## src/sv/tdcm_pkg.sv

```systemverilog
// ----------------------------------------------------------------------------
// Tilt-to-drive mapper package
// Widths, register codes, drive codes, controller state and control types.
// ----------------------------------------------------------------------------
package tdcm_pkg;

   localparam int ANGLE_W   = 17;
   localparam int MAG_W     = 17;
   localparam int CFG_W     = 16;
   localparam int TRIG_W    = 8;
   localparam int CMD_W     = 2;
   localparam int SPEED_W   = 10;
   localparam int STEER_W   = 8;
   localparam int CSR_IDX_W = 3;

   // Divider: magnitude span times full output, quotient kept to DIV_Q_W bits
   localparam int DIV_Q_W = 11;
   localparam int NUM_W   = MAG_W + SPEED_W;
   localparam int REM_W   = NUM_W - DIV_Q_W;
   localparam int STEP_W  = $clog2(DIV_Q_W);

   localparam logic [SPEED_W-1:0] SPEED_MAX = 10'd999;
   localparam logic [SPEED_W-1:0] STEER_MAX = 10'd100;
   localparam logic [TRIG_W-1:0]  RUN_MAX   = 8'd255;

   localparam logic [CFG_W-1:0]  RST_BRAKE_BACK_ANGLE = 16'd15360;
   localparam logic [CFG_W-1:0]  RST_UNLOCK_PITCH     = 16'd3840;
   localparam logic [CFG_W-1:0]  RST_PITCH_DEAD_ZONE  = 16'd2560;
   localparam logic [CFG_W-1:0]  RST_PITCH_FULL_SCALE = 16'd11520;
   localparam logic [CFG_W-1:0]  RST_ROLL_DEAD_ZONE   = 16'd2560;
   localparam logic [CFG_W-1:0]  RST_ROLL_FULL_SCALE  = 16'd11520;
   localparam logic [TRIG_W-1:0] BRAKE_TRIGGER_CNT    = 8'd1;

   typedef enum logic [CSR_IDX_W-1:0] {
      CSR_BRAKE_BACK_ANGLE = 3'd0,
      CSR_UNLOCK_PITCH     = 3'd1,
      CSR_PITCH_DEAD_ZONE  = 3'd2,
      CSR_PITCH_FULL_SCALE = 3'd3,
      CSR_ROLL_DEAD_ZONE   = 3'd4,
      CSR_ROLL_FULL_SCALE  = 3'd5,
      CSR_BRAKE_TRIGGER    = 3'd6
   } csr_index_type;

   typedef enum logic [CMD_W-1:0] {
      DRV_STOP     = 2'd0,
      DRV_FORWARD  = 2'd1,
      DRV_BACKWARD = 2'd2,
      DRV_BRAKE    = 2'd3
   } drive_cmd_type;

   typedef enum logic [3:0] {
      ST_IDLE,
      ST_CHECK,
      ST_PITCH_MUL,
      ST_PITCH_LOAD,
      ST_PITCH_DIV,
      ST_PITCH_SAVE,
      ST_ROLL_MUL,
      ST_ROLL_LOAD,
      ST_ROLL_DIV,
      ST_ROLL_SAVE,
      ST_EMIT
   } tdcm_state_type;

   typedef struct packed {
      logic load_in;
      logic check;
      logic mul_en;
      logic div_load;
      logic div_step;
      logic save_en;
      logic sel_roll;
      logic emit;
   } ctrl_cmd_type;

   typedef struct packed {
      logic brake;
      logic skip;
      logic out_busy;
   } ctrl_status_type;

endpackage

```

## src/sv/tdcm_datapath.sv

```systemverilog
// ----------------------------------------------------------------------------
// Tilt-to-drive mapper datapath
// Registers, brake latch, shared multiplier and restoring divider, result
// staging and the output register.
// ----------------------------------------------------------------------------
module tdcm_datapath import tdcm_pkg::*; (
   input  logic                        clock,
   input  logic                        reset,
   input  ctrl_cmd_type                ctrl,
   output ctrl_status_type             status,
   input  logic signed [ANGLE_W-1:0]   req_pitch_angle,
   input  logic signed [ANGLE_W-1:0]   req_roll_angle,
   input  logic                        csr_we,
   input  logic [CSR_IDX_W-1:0]        csr_index,
   input  logic [CFG_W-1:0]            csr_wdata,
   input  logic                        rsp_stall,
   output logic                        rsp_valid,
   output logic [CMD_W-1:0]            rsp_drive_command,
   output logic [SPEED_W-1:0]          rsp_speed,
   output logic signed [STEER_W-1:0]   rsp_steer
);

   logic [CFG_W-1:0]  bba_ff, unlock_ff, pdz_ff, pfs_ff, rdz_ff, rfs_ff;
   logic [TRIG_W-1:0] trig_ff;

   logic [ANGLE_W-1:0] pitch_ff, roll_ff;
   logic [MAG_W-1:0]   pmag, rmag;

   logic               locked_ff, locked_in;
   logic [TRIG_W-1:0]  run_ff, run_in, run_inc;
   logic               back, lock_now, unlock, brake;

   logic [MAG_W-1:0]   mag, diff;
   logic [CFG_W-1:0]   dz, full;
   logic [SPEED_W-1:0] top;
   logic               below_dz;
   logic [NUM_W-1:0]   prod;

   logic [NUM_W-1:0]   num_ff;
   logic [CFG_W-1:0]   den_ff;
   logic               fixed_ff, below_ff, sat_ff;
   logic [SPEED_W-1:0] fixed_val_ff;
   logic [REM_W-1:0]   rem_ff;
   logic [DIV_Q_W-1:0] quot_ff;
   logic [REM_W:0]     trial;
   logic               trial_ge;
   logic               sat_now;
   logic [SPEED_W-1:0] val;

   drive_cmd_type      res_cmd_ff, pitch_cmd;
   logic [SPEED_W-1:0] res_speed_ff;
   logic [STEER_W-1:0] res_steer_ff, steer_bits;

   logic               rsp_valid_ff, rsp_valid_in;
   logic [CMD_W-1:0]   rsp_cmd_ff;
   logic [SPEED_W-1:0] rsp_speed_ff;
   logic [STEER_W-1:0] rsp_steer_ff;

   // Configuration registers
   always_ff @(posedge clock) begin
      if (reset) begin
         bba_ff    <= RST_BRAKE_BACK_ANGLE;
         unlock_ff <= RST_UNLOCK_PITCH;
         pdz_ff    <= RST_PITCH_DEAD_ZONE;
         pfs_ff    <= RST_PITCH_FULL_SCALE;
         rdz_ff    <= RST_ROLL_DEAD_ZONE;
         rfs_ff    <= RST_ROLL_FULL_SCALE;
         trig_ff   <= BRAKE_TRIGGER_CNT;
      end else if (csr_we) begin
         unique case (csr_index)
            CSR_BRAKE_BACK_ANGLE: bba_ff    <= csr_wdata;
            CSR_UNLOCK_PITCH:     unlock_ff <= csr_wdata;
            CSR_PITCH_DEAD_ZONE:  pdz_ff    <= csr_wdata;
            CSR_PITCH_FULL_SCALE: pfs_ff    <= csr_wdata;
            CSR_ROLL_DEAD_ZONE:   rdz_ff    <= csr_wdata;
            CSR_ROLL_FULL_SCALE:  rfs_ff    <= csr_wdata;
            CSR_BRAKE_TRIGGER:    trig_ff   <= csr_wdata[TRIG_W-1:0];
            default: ;
         endcase
      end
   end

   always_ff @(posedge clock) begin
      if (ctrl.load_in) begin
         pitch_ff <= req_pitch_angle;
         roll_ff  <= req_roll_angle;
      end
   end

   assign pmag = pitch_ff[ANGLE_W-1] ? (~pitch_ff + MAG_W'(1)) : pitch_ff;
   assign rmag = roll_ff[ANGLE_W-1]  ? (~roll_ff + MAG_W'(1))  : roll_ff;

   // Brake latch: backward pitch means negative and beyond the brake angle
   always_comb begin
      back     = pitch_ff[ANGLE_W-1] && (pmag > {1'b0, bba_ff});
      run_inc  = '0;
      if (back) begin
         run_inc = (run_ff == RUN_MAX) ? RUN_MAX : run_ff + TRIG_W'(1);
      end
      lock_now = back && (run_inc >= trig_ff);
      unlock   = pmag < {1'b0, unlock_ff};
      brake    = lock_now || (locked_ff && !unlock);
      run_in   = lock_now ? '0 : run_inc;
      priority if (lock_now) begin
         locked_in = 1'b1;
      end else if (locked_ff && unlock) begin
         locked_in = 1'b0;
      end else begin
         locked_in = locked_ff;
      end
   end

   always_ff @(posedge clock) begin
      if (reset) begin
         locked_ff <= 1'b0;
         run_ff    <= '0;
      end else if (ctrl.check) begin
         locked_ff <= locked_in;
         run_ff    <= run_in;
      end
   end

   // Operand select for the shared scaling unit
   always_comb begin
      mag      = ctrl.sel_roll ? rmag : pmag;
      dz       = ctrl.sel_roll ? rdz_ff : pdz_ff;
      full     = ctrl.sel_roll ? rfs_ff : pfs_ff;
      top      = ctrl.sel_roll ? STEER_MAX : SPEED_MAX;
      below_dz = mag < {1'b0, dz};
      diff     = mag - {1'b0, dz};
      prod     = NUM_W'(diff) * NUM_W'(top);
   end

   assign sat_now  = num_ff[NUM_W-1:DIV_Q_W] >= den_ff;
   assign trial    = {rem_ff, num_ff[DIV_Q_W-1]};
   assign trial_ge = trial >= {1'b0, den_ff};

   always_ff @(posedge clock) begin
      if (ctrl.mul_en) begin
         num_ff       <= prod;
         den_ff       <= full - dz;
         below_ff     <= below_dz;
         fixed_ff     <= below_dz || (full <= dz);
         fixed_val_ff <= below_dz ? '0 : top;
      end else if (ctrl.div_step) begin
         num_ff <= {num_ff[NUM_W-2:0], 1'b0};
      end
      if (ctrl.div_load) begin
         rem_ff  <= num_ff[NUM_W-1:DIV_Q_W];
         sat_ff  <= sat_now;
         quot_ff <= '0;
      end else if (ctrl.div_step) begin
         rem_ff  <= trial_ge ? REM_W'(trial - {1'b0, den_ff}) : trial[REM_W-1:0];
         quot_ff <= {quot_ff[DIV_Q_W-2:0], trial_ge};
      end
   end

   // Truncated quotient, saturated at the output's full value
   always_comb begin
      priority if (fixed_ff) begin
         val = fixed_val_ff;
      end else if (sat_ff || (quot_ff > DIV_Q_W'(top))) begin
         val = top;
      end else begin
         val = quot_ff[SPEED_W-1:0];
      end
      priority if (below_ff) begin
         pitch_cmd = DRV_STOP;
      end else if (!pitch_ff[ANGLE_W-1] && (pitch_ff != '0)) begin
         pitch_cmd = DRV_FORWARD;
      end else begin
         pitch_cmd = DRV_BACKWARD;
      end
      // roll of zero takes the negative side
      if (!roll_ff[ANGLE_W-1] && (roll_ff != '0)) begin
         steer_bits = val[STEER_W-1:0];
      end else begin
         steer_bits = STEER_W'(0) - val[STEER_W-1:0];
      end
   end

   always_ff @(posedge clock) begin
      if (ctrl.check && brake) begin
         res_cmd_ff   <= DRV_BRAKE;
         res_speed_ff <= '0;
         res_steer_ff <= '0;
      end else if (ctrl.save_en && !ctrl.sel_roll) begin
         res_cmd_ff   <= pitch_cmd;
         res_speed_ff <= val;
      end else if (ctrl.save_en && ctrl.sel_roll) begin
         res_steer_ff <= steer_bits;
      end
   end

   // Output register: hold while stalled, drop valid once transferred
   always_comb begin
      rsp_valid_in = rsp_valid_ff;
      priority if (ctrl.emit) begin
         rsp_valid_in = 1'b1;
      end else if (rsp_valid_ff && !rsp_stall) begin
         rsp_valid_in = 1'b0;
      end
   end

   always_ff @(posedge clock) begin
      if (reset) begin
         rsp_valid_ff <= 1'b0;
      end else begin
         rsp_valid_ff <= rsp_valid_in;
      end
   end

   always_ff @(posedge clock) begin
      if (ctrl.emit) begin
         rsp_cmd_ff   <= res_cmd_ff;
         rsp_speed_ff <= res_speed_ff;
         rsp_steer_ff <= res_steer_ff;
      end
   end

   assign status.brake    = brake;
   assign status.skip     = fixed_ff || sat_now;
   assign status.out_busy = rsp_valid_ff && rsp_stall;

   assign rsp_valid         = rsp_valid_ff;
   assign rsp_drive_command = rsp_cmd_ff;
   assign rsp_speed         = rsp_speed_ff;
   assign rsp_steer         = rsp_steer_ff;

endmodule

```

## src/sv/tdcm_controller.sv

```systemverilog
// ----------------------------------------------------------------------------
// Tilt-to-drive mapper controller
// Sequences brake check, pitch scaling, roll scaling and result transfer.
// ----------------------------------------------------------------------------
module tdcm_controller import tdcm_pkg::*; (
   input  logic            clock,
   input  logic            reset,
   input  logic            req_valid,
   output logic            req_stall,
   input  ctrl_status_type status,
   output ctrl_cmd_type    ctrl
);

   tdcm_state_type    state_ff, state_in;
   logic [STEP_W-1:0] step_ff, step_in;
   logic              in_div, last_step;

   assign in_div    = (state_ff == ST_PITCH_DIV) || (state_ff == ST_ROLL_DIV);
   assign last_step = step_ff == STEP_W'(DIV_Q_W - 1);
   assign step_in   = (in_div && !last_step) ? step_ff + STEP_W'(1) : '0;

   always_ff @(posedge clock) begin
      if (reset) begin
         state_ff <= ST_IDLE;
         step_ff  <= '0;
      end else begin
         state_ff <= state_in;
         step_ff  <= step_in;
      end
   end

   always_comb begin
      state_in = state_ff;
      unique case (state_ff)
         ST_IDLE:       if (req_valid) state_in = ST_CHECK;
         ST_CHECK:      state_in = status.brake ? ST_EMIT : ST_PITCH_MUL;
         ST_PITCH_MUL:  state_in = ST_PITCH_LOAD;
         ST_PITCH_LOAD: state_in = status.skip ? ST_PITCH_SAVE : ST_PITCH_DIV;
         ST_PITCH_DIV:  if (last_step) state_in = ST_PITCH_SAVE;
         ST_PITCH_SAVE: state_in = ST_ROLL_MUL;
         ST_ROLL_MUL:   state_in = ST_ROLL_LOAD;
         ST_ROLL_LOAD:  state_in = status.skip ? ST_ROLL_SAVE : ST_ROLL_DIV;
         ST_ROLL_DIV:   if (last_step) state_in = ST_ROLL_SAVE;
         ST_ROLL_SAVE:  state_in = ST_EMIT;
         ST_EMIT:       if (!status.out_busy) state_in = ST_IDLE;
         default:       state_in = ST_IDLE;
      endcase
   end

   always_comb begin
      ctrl      = '0;
      req_stall = 1'b1;
      unique case (state_ff)
         ST_IDLE: begin
            req_stall    = 1'b0;
            ctrl.load_in = req_valid;
         end
         ST_CHECK:      ctrl.check = 1'b1;
         ST_PITCH_MUL:  ctrl.mul_en = 1'b1;
         ST_PITCH_LOAD: ctrl.div_load = 1'b1;
         ST_PITCH_DIV:  ctrl.div_step = 1'b1;
         ST_PITCH_SAVE: ctrl.save_en = 1'b1;
         ST_ROLL_MUL: begin
            ctrl.mul_en   = 1'b1;
            ctrl.sel_roll = 1'b1;
         end
         ST_ROLL_LOAD: begin
            ctrl.div_load = 1'b1;
            ctrl.sel_roll = 1'b1;
         end
         ST_ROLL_DIV: begin
            ctrl.div_step = 1'b1;
            ctrl.sel_roll = 1'b1;
         end
         ST_ROLL_SAVE: begin
            ctrl.save_en  = 1'b1;
            ctrl.sel_roll = 1'b1;
         end
         ST_EMIT:       ctrl.emit = !status.out_busy;
         default: ;
      endcase
   end

endmodule

```

## src/sv/tilt_to_drive_command_mapper.sv

```systemverilog
// ----------------------------------------------------------------------------
// Tilt-to-drive command mapper
// A brake result goes straight to emit; otherwise pitch and roll each run an 11-step shared-divider pass.
// Each dead zone, full-scale or saturated output skips its 11-step pass.
// One item in flight; next accepted the cycle after the result is loaded.
// Synchronous reset restores register defaults and clears latch and counter.
// ----------------------------------------------------------------------------
module tilt_to_drive_command_mapper import tdcm_pkg::*; (
   input  logic                        clock,
   input  logic                        reset,
   input  logic                        req_valid,
   output logic                        req_stall,
   input  logic signed [ANGLE_W-1:0]   req_pitch_angle,
   input  logic signed [ANGLE_W-1:0]   req_roll_angle,
   output logic                        rsp_valid,
   input  logic                        rsp_stall,
   output logic [CMD_W-1:0]            rsp_drive_command,
   output logic [SPEED_W-1:0]          rsp_speed,
   output logic signed [STEER_W-1:0]   rsp_steer,
   input  logic                        csr_valid,
   output logic                        csr_ready,
   input  logic [CSR_IDX_W-1:0]        csr_index,
   input  logic [CFG_W-1:0]            csr_wdata
);

   ctrl_cmd_type    ctrl;
   ctrl_status_type status;

   assign csr_ready = 1'b1;

   tdcm_controller u_controller (
      .clock     (clock),
      .reset     (reset),
      .req_valid (req_valid),
      .req_stall (req_stall),
      .status    (status),
      .ctrl      (ctrl)
   );

   tdcm_datapath u_datapath (
      .clock             (clock),
      .reset             (reset),
      .ctrl              (ctrl),
      .status            (status),
      .req_pitch_angle   (req_pitch_angle),
      .req_roll_angle    (req_roll_angle),
      .csr_we            (csr_valid),
      .csr_index         (csr_index),
      .csr_wdata         (csr_wdata),
      .rsp_stall         (rsp_stall),
      .rsp_valid         (rsp_valid),
      .rsp_drive_command (rsp_drive_command),
      .rsp_speed         (rsp_speed),
      .rsp_steer         (rsp_steer)
   );

endmodule

```

## config.mk

```make
export PLATFORM = sky130hd
export DESIGN_NAME = tilt_to_drive_command_mapper
export DESIGN_NICKNAME = d
export VERILOG_FILES = /design/src/sv/tdcm_pkg.sv /design/src/sv/tdcm_datapath.sv /design/src/sv/tdcm_controller.sv /design/src/sv/tilt_to_drive_command_mapper.sv
export SDC_FILE = /design/constraint.sdc
export NUM_CORES = 1
export LEC_CHECK = 0
export BUFFER_PORTS_ARGS = -buffer_cell sky130_fd_sc_hd__buf_4
export CAP_MARGIN = 40
export CORE_MARGIN = 3
export CORE_UTILIZATION = 50
export CTS_CLUSTER_DIAMETER = 50
export DETAILED_ROUTE_END_ITERATION = 16
export GPL_TIMING_DRIVEN = 0
export HOLD_SLACK_MARGIN = 0.05
export PLACE_DENSITY = 0.79
export SLEW_MARGIN = 25
export SYNTH_ARGS = -nofsm -noshare
export SYNTH_HDL_FRONTEND = slang
export SYNTH_SLANG_ARGS = --single-unit
```

## constraint.sdc

```tcl
create_clock -name clock -period 18.4 [get_ports clock]
set_input_delay 3.68 -clock clock [delete_from_list [all_inputs] [get_ports clock]]
set_output_delay 3.68 -clock clock [all_outputs]
set_load 0.01 [all_outputs]
```

==> metrics <==
Slew Viols, Final=0; DR vias/cell=5.638; first-pass GRT wire length=82170 um; Biggest register=u_datapath.num_ff; Die X-Extent=203.5 um; Detail Placement HPWL=40510 um; GP Congestion=0.9591; Synth Register Bits=271; slew margin rel.=0.4578; CTS Buffer Depth=3; share of layout cells above drive strength 1=0.08000; most frequent cells in the layout=383 x nand2_1, 232 x inv_1, 209 x ha_1; clock sinks=271; H-Tree Level Count=2; Post-CTS Hold Buffers=0; CTS tree=yes; routed vias=16270; post-CTS resize count=0; vias in the first global route=16229; TNS Setup=0 ns; TritonRoute pass-1 iters=6; RSZ-0062 raised after global routing=false; reg2reg start=u_controller.state_ff[3]$_SDFFE_PP0P_; max reg flops=27; fmax=94.39 MHz; Routed Antenna Nets=0; placed cell count=2822; number of synthesized flops with an enable pin=118; most used cell along the critical path=inv_1; cell area after synthesis=19510 um2; Rows=71; arrival time worst endpoint=10.82 ns; Cells after Synth=2227; antenna cell count=0; Slowest-stage cell, CP=buf_1; gr usage total=0.2459; routed len/inst=17.80 um; Non-Filler Instances=2886; die footprint=41420 um2; area leader, netlist=edfxtp_1; Root Driver=clkbuf_16; Netlist cell types=93; crit path launch type=flip-flop; setup repair bufs after CTS=0; Initial DRC Count=1274; CP endpoint kind=flip-flop; top post-synthesis cells by area=edfxtp_1 18%, dfxtp_1 16%, ha_1 13%; Mean Syn Cell Area=8.759 um2; Final Hold Fails=0; Post-Route WL=51380 um; status=finished, final reports clean; fin crit share=0.5758; Clock Latency Late Sink=0.53 ns; Max Cap Viol=0; Layout area overhead=12.60%; crit path launch=u_controller.state_ff[3]$_SDFFE_PP0P_; ys flop type=dfxtp_1; GR Overflow Total=0; Async SR Flop Fraction=0; Worst-path clk slew=0.06 ns; Hold Path Class=reg2reg; sequential area share after synthesis=0.3387; initial antenna violation count=1; Synth Net Count=2569; biggest regs=u_datapath.num_ff: 27 flops, u_datapath.pitch_ff: 17 flops, u_datapath.roll_ff: 17 flops; hold depth=0; die height=203.5 um; largest net degree at the start of global routing=34; min-delay src=u_datapath.res_speed_ff[6]$_SDFFE_PP0P_; Final setup viols=0; core footprint=38020 um2; I/O pin total=81; commonest non-fill, non-tap cell in the layout=nand2_1; placed cell areas=20810 um2; largest stage delay on the critical path=0.65 ns; Worst Skew=0.03800 ns; CTS Buf Count=35; Worst Path Required=18.63 ns; nets=2693; top cell type's share of synthesized area=0.1817; synth warn=0; r2r worst-path depth=36; residual DRC count=0; Port Buffers=78; initial core utilization=0.5130; CP Class=reg2reg; Least-Margin Pin Slew=0.8133 ns; fin area=21960 um2; Min Clock Period, post-route=10.59 ns; peak fanout along the critical path=10
[metrics by stage]
stage | hold slack [ns] | setup slack (ns) | utilization
3_3_place_gp | 0.4175 | 8.090 | 0.5452
6_report | 0.4327 | 7.805 | 0.5777
3_5_place_dp | 0.4194 | 8.016 | 0.5473
2_1_floorplan | 0.4080 | 9.856 | -
4_1_cts | 0.4308 | 7.985 | 0.5771
5_1_grt | 0.4312 | 7.353 | 0.5777
[layer usage]
metal	part of all wire	GRT usage	vias up
li1	-	-	7858
met1	0.42	0.3151	7674
met2	0.46	0.4024	579
met3	0.069	0.04453	157
met4	0.052	0.1205	2
met5	0.00025	0	-
[cells in the mapped netlist (5+ instances only)]
cell type / instances
o21ai_0: 78
a22oi_1: 12
nand2_1: 384
inv_1: 232
xor2_1: 40
or3_1: 7
a21o_1: 47
and3_1: 13
fa_1: 75
a211oi_1: 14
and2_1: 12
o31ai_1: 8
o31a_1: 5
nand2b_1: 27
dfxtp_1: 153
mux2_2: 6
nand4_1: 16
clkbuf_1: 62
nor2_1: 150
o21bai_1: 7
o41ai_1: 9
a211o_1: 7
o21a_1: 9
nor4_1: 8
nand3_1: 55
xnor2_1: 67
nor3_1: 30
nor2b_1: 24
mux2i_1: 23
a21oi_1: 201
ha_1: 209
o211ai_1: 14
a31oi_1: 8
edfxtp_1: 118
[worst paths after layout]
check                                                          to  slack, ns
worst min-delay path            u_datapath.rsp_speed[6]$_DFFE_PP_       0.43
worst max-delay path              u_datapath.num_ff[23]$_DFFE_PP_       7.81
worst min register to register  u_datapath.rsp_speed[6]$_DFFE_PP_       0.43
worst max register to register    u_datapath.num_ff[23]$_DFFE_PP_       7.81
[cell families (layout without fill, tap and decap cells)]
group,after synthesis,after routing,share of synthesized area
multiplexers,31,31,0.01700
AND/OR/NAND/NOR,757,757,0.1724
other,1,1,0.0001922
XOR/XNOR,108,108,0.04946
adder cells (fa/ha/maj),285,285,0.2115
buffers and inverters,307,455,0.06004
flip-flops,271,271,0.3387
AO/OA/AOI/OAI,467,467,0.1507
[area by class of cell]
cell class,instances,area (um2)
well taps,511,639.4
clock buffers,46,978.4
clock inverters,15,153.9
plain buffers,72,289.0
inverters,235,882.1
repair buffers,87,673.1
multi-input cells,1649,11740
fillers,3308,16060
flip-flops and latches,271,6606
[critical path, delay by kind of cell, from the launching register on]
kind            cells  cell delay [ns]
buf+inv             8             1.86
xor+xnor            1             0.13
fa+ha+maj           7             3.07
mux                 1             0.59
simple gates        5             1.29
flops               1             0.43
compound gates     14             2.90
Power is not shown: default switching activity piles up to over one toggle a cycle in this logic, so the estimate is an artifact.
